[config.mk]
export PLATFORM = sky130hd
export DESIGN_NAME = fixed_width_entry_sorter
export DESIGN_NICKNAME = d
export VERILOG_FILES = /design/src/fwes_pkg.sv /design/src/fwes_mem.sv /design/src/fixed_width_entry_sorter.sv
export SDC_FILE = /design/constraint.sdc
export NUM_CORES = 2
export LEC_CHECK = 0
export BUFFER_PORTS_ARGS = -buffer_cell sky130_fd_sc_hd__buf_2
export CAP_MARGIN = 20
export CORE_MARGIN = 3
export CORE_UTILIZATION = 61
export DETAILED_ROUTE_END_ITERATION = 12
export GPL_TIMING_DRIVEN = 0
export PLACE_DENSITY_LB_ADDON = 0.15
export SETUP_SLACK_MARGIN = 0.05
export SYNTH_ARGS = -nofsm -noshare
export SYNTH_HDL_FRONTEND = slang
export SYNTH_SLANG_ARGS = --single-unit
[constraint.sdc]
create_clock -name clk -period 9.55 [get_ports clk]
set_clock_uncertainty 0.2 [all_clocks]
set_input_delay 1.91 -clock clk [delete_from_list [all_inputs] [get_ports clk]]
set_output_delay 1.91 -clock clk [all_outputs]
set_load 0.01 [all_outputs]
[src/fwes_pkg.sv]
// Shared types and constants for the fixed-width entry sorter.
// Holds the beat structs and the sequencer state encoding; no dependencies.
`timescale 1ns / 1ps
`default_nettype none
package fwes_pkg;

  localparam int DATA_W = 32;

  typedef struct packed {
    logic [DATA_W-1:0] entry_value;
    logic              last_in;
  } in_beat_t;

  typedef struct packed {
    logic [DATA_W-1:0] sorted_value;
    logic              last_out;
    logic              overflow;
  } out_beat_t;

  typedef enum logic [2:0] {
    ST_LOAD,
    ST_FIRST,
    ST_PRIME,
    ST_PASS,
    ST_TAIL,
    ST_EMIT_RD,
    ST_EMIT_OUT
  } seq_state_t;

endpackage
`default_nettype wire

[src/fwes_mem.sv]
// Entry store: one write port, one read port with registered read data.
// Depends on fwes_pkg for the data width.
`timescale 1ns / 1ps
`default_nettype none
module fwes_mem #(
  parameter int DEPTH  = 64,
  parameter int ADDR_W = 6
) (
  input  wire logic                       clk,
  input  wire logic                       we,
  input  wire logic [ADDR_W-1:0]          waddr,
  input  wire logic [fwes_pkg::DATA_W-1:0] wdata,
  input  wire logic                       re,
  input  wire logic [ADDR_W-1:0]          raddr,
  output logic      [fwes_pkg::DATA_W-1:0] rdata
);

  logic [fwes_pkg::DATA_W-1:0] mem [DEPTH];

  // Write port
  always_ff @(posedge clk) begin
    if (we) begin
      mem[waddr] <= wdata;
    end
  end

  // Read port, data held while no read is issued
  always_ff @(posedge clk) begin
    if (re) begin
      rdata <= mem[raddr];
    end
  end

endmodule
`default_nettype wire

[src/fixed_width_entry_sorter.sv]
// Top level of the fixed-width entry sorter: load sequencer, in-memory
// bubble-pass sort and emit stage. Depends on fwes_pkg and fwes_mem.
//
// Usage:
//   src channel: one entry per beat (entry_value, last_in). Entries are
//   written into the store at one per cycle; src_stall is high whenever the
//   block is sorting or emitting.
//   When a beat with last_in arrives, the stored set is sorted in place by
//   repeated passes over the store. Each pass carries the larger value
//   upward through the single read and single write port; passes stop
//   early when one makes no exchange.
//   dst channel: the sorted set, ascending; each entry is read from the store
//   before its beat is offered, and the next read waits until the beat is
//   taken; last_out marks the final entry and overflow is set on every beat
//   of a set that lost entries beyond MAX_ENTRIES. A stalled beat is held
//   unchanged until taken. After the last beat the block returns to loading.
//   Reset clears the entry count, the overflow flag and the sequencer; the
//   store contents need no clearing since only loaded entries are read.
`timescale 1ns / 1ps
`default_nettype none
module fixed_width_entry_sorter #(
  parameter int MAX_ENTRIES = 64,
  parameter int ENTRY_BYTES = 4
) (
  input  wire logic                clk,
  input  wire logic                rst,
  input  wire logic                src_valid,
  output logic                     src_stall,
  input  wire fwes_pkg::in_beat_t  src_item,
  output logic                     dst_valid,
  input  wire logic                dst_stall,
  output fwes_pkg::out_beat_t      dst_item
);

  localparam int AW = (MAX_ENTRIES > 1) ? $clog2(MAX_ENTRIES) : 1;
  localparam int CW = $clog2(MAX_ENTRIES + 1);
  localparam int MW = (ENTRY_BYTES >= 4) ? fwes_pkg::DATA_W : ENTRY_BYTES * 8;
  localparam logic [fwes_pkg::DATA_W-1:0] MASK =
    fwes_pkg::DATA_W'((64'(1) << MW) - 64'(1));

  fwes_pkg::seq_state_t state, state_next;

  logic [CW-1:0] count;
  logic          dropped;
  logic [AW-1:0] top;
  logic [AW-1:0] idx;
  logic          swapped;
  logic [fwes_pkg::DATA_W-1:0] carry;

  logic                        we;
  logic [AW-1:0]               waddr;
  logic [fwes_pkg::DATA_W-1:0] wdata;
  logic                        re;
  logic [AW-1:0]               raddr;
  logic [fwes_pkg::DATA_W-1:0] rdata;

  logic src_acc, dst_acc, room, is_last, carry_gt;
  logic [CW-1:0] count_after;

  assign src_acc  = src_valid && !src_stall;
  assign dst_acc  = dst_valid && !dst_stall;
  assign room     = count < CW'(MAX_ENTRIES);
  assign count_after = room ? count + CW'(1) : count;
  assign is_last  = ({{(CW-AW){1'b0}}, idx} + CW'(1)) == count;
  assign carry_gt = carry > rdata;

  fwes_mem #(.DEPTH(MAX_ENTRIES), .ADDR_W(AW)) u_mem (
    .clk   (clk),
    .we    (we),
    .waddr (waddr),
    .wdata (wdata),
    .re    (re),
    .raddr (raddr),
    .rdata (rdata)
  );

  // Next state
  always_comb begin
    state_next = state;
    case (state)
      fwes_pkg::ST_LOAD: begin
        if (src_acc && src_item.last_in) begin
          state_next = (count_after < CW'(2)) ? fwes_pkg::ST_EMIT_RD : fwes_pkg::ST_FIRST;
        end
      end
      fwes_pkg::ST_FIRST: state_next = fwes_pkg::ST_PRIME;
      fwes_pkg::ST_PRIME: state_next = fwes_pkg::ST_PASS;
      fwes_pkg::ST_PASS: begin
        if (idx == top) begin
          state_next = fwes_pkg::ST_TAIL;
        end
      end
      fwes_pkg::ST_TAIL: begin
        state_next = (!swapped || top == AW'(1)) ? fwes_pkg::ST_EMIT_RD : fwes_pkg::ST_FIRST;
      end
      fwes_pkg::ST_EMIT_RD: state_next = fwes_pkg::ST_EMIT_OUT;
      fwes_pkg::ST_EMIT_OUT: begin
        if (dst_acc) begin
          state_next = is_last ? fwes_pkg::ST_LOAD : fwes_pkg::ST_EMIT_RD;
        end
      end
      default: state_next = fwes_pkg::ST_LOAD;
    endcase
  end

  // Memory port and handshake outputs
  always_comb begin
    we    = 1'b0;
    waddr = count[AW-1:0];
    wdata = src_item.entry_value & MASK;
    re    = 1'b0;
    raddr = idx;
    src_stall = 1'b1;
    dst_valid = 1'b0;
    case (state)
      fwes_pkg::ST_LOAD: begin
        src_stall = 1'b0;
        we = src_acc && room;
      end
      fwes_pkg::ST_FIRST: begin
        re    = 1'b1;
        raddr = '0;
      end
      fwes_pkg::ST_PRIME: begin
        re    = 1'b1;
        raddr = AW'(1);
      end
      fwes_pkg::ST_PASS: begin
        we    = 1'b1;
        waddr = idx - AW'(1);
        wdata = carry_gt ? rdata : carry;
        re    = idx != top;
        raddr = idx + AW'(1);
      end
      fwes_pkg::ST_TAIL: begin
        we    = 1'b1;
        waddr = top;
        wdata = carry;
      end
      fwes_pkg::ST_EMIT_RD: begin
        re    = 1'b1;
        raddr = idx;
      end
      fwes_pkg::ST_EMIT_OUT: dst_valid = 1'b1;
      default: ;
    endcase
  end

  assign dst_item.sorted_value = rdata;
  assign dst_item.last_out     = is_last;
  assign dst_item.overflow     = dropped;

  // Advance the sequencer and its counters
  always_ff @(posedge clk) begin
    if (rst) begin
      state   <= fwes_pkg::ST_LOAD;
      count   <= '0;
      dropped <= 1'b0;
      idx     <= '0;
      top     <= '0;
      swapped <= 1'b0;
    end else begin
      state <= state_next;
      case (state)
        fwes_pkg::ST_LOAD: begin
          if (src_acc) begin
            count <= count_after;
            if (!room) begin
              dropped <= 1'b1;
            end
            idx <= '0;
            top <= AW'(count_after - CW'(1));
          end
        end
        fwes_pkg::ST_FIRST: swapped <= 1'b0;
        fwes_pkg::ST_PRIME: idx <= AW'(1);
        fwes_pkg::ST_PASS: begin
          if (carry_gt) begin
            swapped <= 1'b1;
          end
          if (idx != top) begin
            idx <= idx + AW'(1);
          end
        end
        fwes_pkg::ST_TAIL: begin
          top <= top - AW'(1);
          idx <= '0;
        end
        fwes_pkg::ST_EMIT_OUT: begin
          if (dst_acc) begin
            if (is_last) begin
              count   <= '0;
              dropped <= 1'b0;
              idx     <= '0;
            end else begin
              idx <= idx + AW'(1);
            end
          end
        end
        default: ;
      endcase
    end
  end

  // Carry the larger value up through the pass
  always_ff @(posedge clk) begin
    if (state == fwes_pkg::ST_PRIME) begin
      carry <= rdata;
    end else if (state == fwes_pkg::ST_PASS && !carry_gt) begin
      carry <= rdata;
    end
  end

  a_count_bound: assert property (@(posedge clk) disable iff (rst)
    count <= CW'(MAX_ENTRIES))
    else $error("entry count beyond capacity");

  a_last_stalls: assert property (@(posedge clk) disable iff (rst)
    src_acc && src_item.last_in |=> src_stall)
    else $error("input taken after final entry");

  a_done_reloads: assert property (@(posedge clk) disable iff (rst)
    dst_acc && dst_item.last_out |=> !src_stall && count == '0)
    else $error("not back to loading after final beat");

  a_no_overlap: assert property (@(posedge clk) disable iff (rst)
    !(dst_valid && !src_stall))
    else $error("emitting while loading");

endmodule
`default_nettype wire
# Word-level counts from Yosys, hierarchy flattened
# Memory sizes are Yosys's and may differ from the RTL's. A register that Yosys moved wholly into a read port is not among the register bits.
# Index checks and enable logic that the tools add are counted.
# W data, S select, Z words.
# word_totals
ff_bits	56
ram_bits	2048
inputBits	37
output_inout_bits	36
memories	1
# mem_list
name	words	word_bits	rd	rd_ports_with_merged_regs	write_ports	line_no	source
u_mem.mem	64	32	1	1	1	fwes_mem.sv:18	logic [fwes_pkg::DATA_W-1:0] mem [DEPTH];
# op_classes
add_sub_neg	6
magnitude_cmp	3
eq_ne	18
n_mux	38
reduce_logical	23
# op_table
operator	n
$mux W32	3
$pmux W32 S2	1
$gt A32 B32 Y1	1
$mux W6	5
$pmux W6 S5	1
$mux W7	4
$pmux W6 S2	2
$pmux W3 S7	1
$mux W3	6
$pmux W6 S3	1
$sub A6 B1 Y6 const B	3
$ne A2 B2 Y1 const B	7
$pmux W7 S2	1
$eq A3 B3 Y1 const B	3
$mux W1	9
$pmux W1 S2	4
$reduce_and A4 Y1	2
$reduce_bool A2 Y1	4
$add A6 B1 Y7 const B	1
$add A7 B1 Y7 const B	1
$eq A7 B7 Y1	1
$lt A7 B2 Y1 const B	1
$lt A7 B7 Y1 const B	1
$add A6 B1 Y6 const B	1
other kinds (16)	24

# Logic depth before layout (Yosys ltp)
# logic_depth
word_depth	6
depth_mapped	14
depth_no_buf	10

# By module
# From an unflattened synthesis, not the netlist that was laid out.
# unflattened
hier_cells	3857
area_unflattened_um2	83435.0
# modules_own_cells
module	instances	cells_each	area_each_um2	seq_area_each_um2
fwes_mem	1	3324	78835.6	62459.9
fixed_width_entry_sorter	1	533	4599.4	1441.4

# Worst setup path before layout
# No wires, ideal clock.
# synth_path
kind	input-to-reg
startpoint	input port src_valid
endpoint	memory u_mem.mem[45][0] in the netlist's numbering (enable)
setup_ns	0.421
arrival_time_ns	4.056
t_required_ns	8.929
setup_slack_ns	4.873
path_stages	5
n_path_buf	0
path_cell_list	a21oi_1 -> o31ai_1 -> nor2b_1 -> nand3_1 -> nor2_1
# synth_via
elab_chain_cells	5
# synth_lines
item	line_no	source
start, declared	fixed_width_entry_sorter.sv:27	input wire logic src_valid,
$logic_and A1 B1 Y1	fixed_width_entry_sorter.sv:60	assign src_acc = src_valid && !src_stall;
$logic_and A1 B1 Y1	fixed_width_entry_sorter.sv:118	we = src_acc && room;
$pmux W1 S2	fixed_width_entry_sorter.sv:115	case (state)
$mux W1	fwes_mem.sv:22	if (we) begin
$mux W1 (implied by the code)	fwes_mem.sv:23	mem[waddr] <= wdata;
end, declared	fwes_mem.sv:18	
# Every way passes these cells.

# Worst setup path after layout
# layout_path
startpoint	register idx[0]
endpoint	register u_mem.rdata[29] in the netlist's numbering, read port of u_mem.mem (data pin)
# layout_via
elab_chain_cells	2
# layout_lines
item	line_no	source
start, declared	fixed_width_entry_sorter.sv:46	logic [AW-1:0] idx;
start signal, assigned	fixed_width_entry_sorter.sv:182	idx <= idx + AW'(1);
start signal, assigned	fixed_width_entry_sorter.sv:196	idx <= idx + AW'(1);
$add A6 B1 Y6 / $ne A6 B6 Y1 (equally long branches)	fixed_width_entry_sorter.sv:133, fixed_width_entry_sorter.sv:132	
$pmux W6 S3 / $pmux W1 S2 (equally long branches)	fixed_width_entry_sorter.sv:115	
end, declared	fwes_mem.sv:15	output logic [fwes_pkg::DATA_W-1:0] rdata
# Parallel ways exist; a longest one is shown, timed or not.
# A chain may end at the register's enable or synchronous reset.

==> run_results.csv <==
group,metric,value,unit
place,pre_cts_slack,3690,ps
setup_path,cp.arrival,7000,ps
worst_hold_path,worst_hold_path_type,"reg2reg",
detailed_routing,average_via_count_per_standard_cell,6.95,
sta,timing.fmax,0.148,GHz
logic_synthesis,synth_area_per_cell,17.0,um^2
logic_synthesis,seq_area_frac_synth,76.2,%
cts,clock_tree.buffer_depth,3,
detailed_routing,drt_drc_violations_left,0,
place,hpwlAfterDp,172,mm
floorplanning,floorplan.initialDensity,61.6,%
place,place.gp.congestion,1.03,
cts,holdBufCountCts,0,
setup_path,timing.setup.critical_path_class,"reg2reg",
power_and_ir_drop,leakage,30.7,nW
logic_synthesis,ys.flop_type,"edfxtp_1",
power_and_ir_drop,net-switching-power,8.43,mW
setup_path,endpoint_kind,"register",
logic_synthesis,synth_enable_flop_cells,2112,
global_routing,grt_antenna_before_repair,32,
power_and_ir_drop,clkPwrFrac,29.3,%
power_and_ir_drop,power_frac_seq,45.5,%
sta,rsz0062_at_grt,"false",
logic_synthesis,cell_count_after_synthesis,4935,
global_routing,globalRouteOverflowTotal,0,
power_and_ir_drop,vdd.ir_drop.worst,0.000212,V
cts,post_cts_resize_count,0,
cts,tritoncts.num_buffers,204,
floorplanning,num_rows,135,
detailed_routing,drt-total-wl,254,mm
logic_synthesis,ys_top_cells_by_area,"edfxtp_1 (76%), mux4_2 (7.3%), nand2_1 (3.1%)",
floorplanning,floorplan.io_pins,73,
floorplanning,die_height,377,um
finish,post_route_cells_drive_above_1_share,18.0,%
sta,hold_violations,0,
power_and_ir_drop,switching_share,31.7,%
setup_path,start_kind,"register",
logic_synthesis,distinct_cell_type_count_after_synthesis,68,
finish,number_of_nets_at_the_end_of_the_flow,5411,
sta,slew_at_the_pin_closest_to_its_max_slew_limit,1540,ps
cts,clk_root_buffer_cell,"clkbuf_16",
run_status,failed_checks,"capacitance limit, slew limit",
cts,htree_num_levels,4,
flow_run,drv_cap,1,
setup_path,cp.required,9790,ps
detailed_routing,drt-pass1-iter-count,7,
finish,fill_cells,8392,
cts,cts.repair_timing.setup_buffer_count,0,
sta,max_slew_margin,-3.94,%
cts,cts_tree,"yes",
power_and_ir_drop,pwr_density_cell,278,nW/um^2
logic_synthesis,ys_warn_count,0,
place,port_buffers,72,
floorplanning,design.die.area,142000,um^2
setup_path,worst-path-max-fanout,10,
global_routing,first_global_vias,48300,
sta,finalSetupViolations,0,
floorplanning,core_area,136000,um^2
detailed_routing,num_vias,50700,
logic_synthesis,synth-async-reset-ratio,0,%
cts,clock-sinks,2136,
logic_synthesis,synth_top_cells_by_count,"edfxtp_1 (2112), nand2_1 (698), mux4_2 (273)",
run_status,outcome,"finished with violations",
global_routing,grt_start_max_net_pins,65,
sta,timing.final.max_slew_violations,3,
logic_synthesis,mappedNetlistArea,83800,um^2
global_routing,grt_usage,36.0,%
global_routing,global_route_wire_length_before_repair,356,mm
floorplanning,chipWidth,377,um
finish,flow.area_growth_from_synthesis,14.3,%
sta,setup_tns,0,ps
cts,clock_latency,860,ps
sta,setup_slack,2790,ps
logic_synthesis,leading_area_contributor_after_synthesis,"edfxtp_1",
power_and_ir_drop,power.combinational.fraction,25.2,%
logic_synthesis,synth-seq-cells,2136,
detailed_routing,dr.first_iter.drc_count,8416,
logic_synthesis,syn_nets,5010,
power_and_ir_drop,internal_power,18.2,mW
cts,worst_setup_hold_path_clk_slew,60,ps
sta,layout_worst_path_cycle_share,70.8,%
detailed_routing,detail-route-antenna-nets,0,
detailed_routing,routedWlPerCell,34.8,um
logic_synthesis,yosys.area.top_type_share,75.7,%
sta,period_needed,6760,ps
logic_synthesis,yosysMostFrequentCell,"edfxtp_1",
==> logic make-up (layout without fill, tap and decap cells) <==
| kind of cell | count (synthesis) | after routing | share of synthesized area, % |
|---|---|---|---|
| and+or+nand+nor | 1329 | 1329 | 7.00 |
| AOI/OAI and AO/OA | 688 | 688 | 5.58 |
| xor gates and xnor gates | 25 | 25 | 0.261 |
| buffers and inverters | 340 | 906 | 1.75 |
| adders and majority gates | 38 | 38 | 0.567 |
| muxes | 379 | 379 | 8.62 |
| other | 0 | 19 | 0 |
| DFF | 2136 | 2136 | 76.2 |
==> layer usage <==
metal  up-vias  global-route usage (%)  routed length (um)
met5         -                       0                 128
met2      4065                    52.0              112000
met3       736                    10.4               35500
met4        18                    20.4               17400
met1     25400                    49.9               89300
li1      20500                       -                   -
==> cell type report <==
type	count	area, um^2	share of cell area (%)
Clock inverter	110	1030	1.07
Timing Repair Buffer	195	2510	2.62
Tap cell	1781	2230	2.33
Buffer	294	1290	1.35
Antenna cell	19	47.5	0.0496
Sequential cell	2136	63900	66.7
Multi-Input combinational cell	2459	19300	20.1
Clock buffer	261	5360	5.60
Inverter	46	173	0.180
==> metrics by stage <==
stage | cells | util (%) | hold slack (ps) | power [mW] | cell area, um^2
5_1_grt | 7288 | 70.4 | 310 | 27.3 | 95800
3_5_place_dp | 6904 | 65.7 | 272 | 18.8 | 89300
4_1_cts | 7275 | 70.4 | 281 | 26.4 | 95700
6_report | 7301 | 70.5 | 278 | 26.6 | 95800
2_1_floorplan | 4935 | - | 254 | 15.6 | 83800
3_3_place_gp | 6788 | 63.6 | 273 | 18.3 | 86400
==> critical path, cell delays in order, from the launching register on <==
cell,delay (ps)
dfxtp_1,330
buf_4,200
inv_1,130
ha_1,450
a22oi_1,920
clkbuf_1,710
clkbuf_1,900
nand2_1,140
and3_1,210
a31oi_1,570
o22ai_1,280
nor4_1,1320
==> placed cells by master, fill, tap and decap left out, types with 18 or more instances in the layout <==
cell and count:
a21oi_1 171, a22o_1 33, a311oi_1 18, a31oi_1 52, a32oi_1 65, and3_1 64, buf_1 30, buf_12 79
buf_2 217, clkbuf_1 185, clkbuf_16 206, clkinv_1 57, clkinv_2 23, dfxtp_1 24, diode_2 19, edfxtp_1 2112
ha_1 38, inv_1 44, mux2i_1 104, mux4_2 273, nand2_1 698, nand3_1 241, nand4_1 18, nor2_1 100
nor2_4 64, nor3_1 46, nor4_1 26, o211ai_1 19, o21ai_0 31, o22ai_1 178
==> final timing paths <==
check / endpoint / startpoint / slack (ps) / depth (start not counted)
setup / recovery: u_mem.rdata[29]$_DFFE_PP_ / idx[0]$_SDFFE_PP0P_ / 2790 / 11
hold / removal: dropped$_SDFFE_PP0P_ / dropped$_SDFFE_PP0P_ / 280 / 2
setup reg to reg: u_mem.rdata[29]$_DFFE_PP_ / idx[0]$_SDFFE_PP0P_ / 2790 / 11
hold reg to reg: dropped$_SDFFE_PP0P_ / dropped$_SDFFE_PP0P_ / 280 / 2
==> power by group through the flow <==
stage | clock [mW] | combinational, mW | sequential [mW]
final | 7.81 | 6.72 | 12.1
after floorplan | 0 | 3.41 | 12.2
after global routing | 8.19 | 6.96 | 12.1
after detailed placement | 0 | 6.47 | 12.3
after global placement | 0 | 5.87 | 12.5
after CTS | 7.82 | 6.51 | 12.1
==> flip-flops by register name (all words and copies together) (netlist names), 3 cells and up <==
| register | count |
|---|---|
| carry | 32 |
| u_mem.rdata | 32 |
| state | 3 |
| top | 6 |
| count | 7 |
| idx | 6 |
| u_mem.mem | 2048 |
Power figures use the tool's default switching activity.
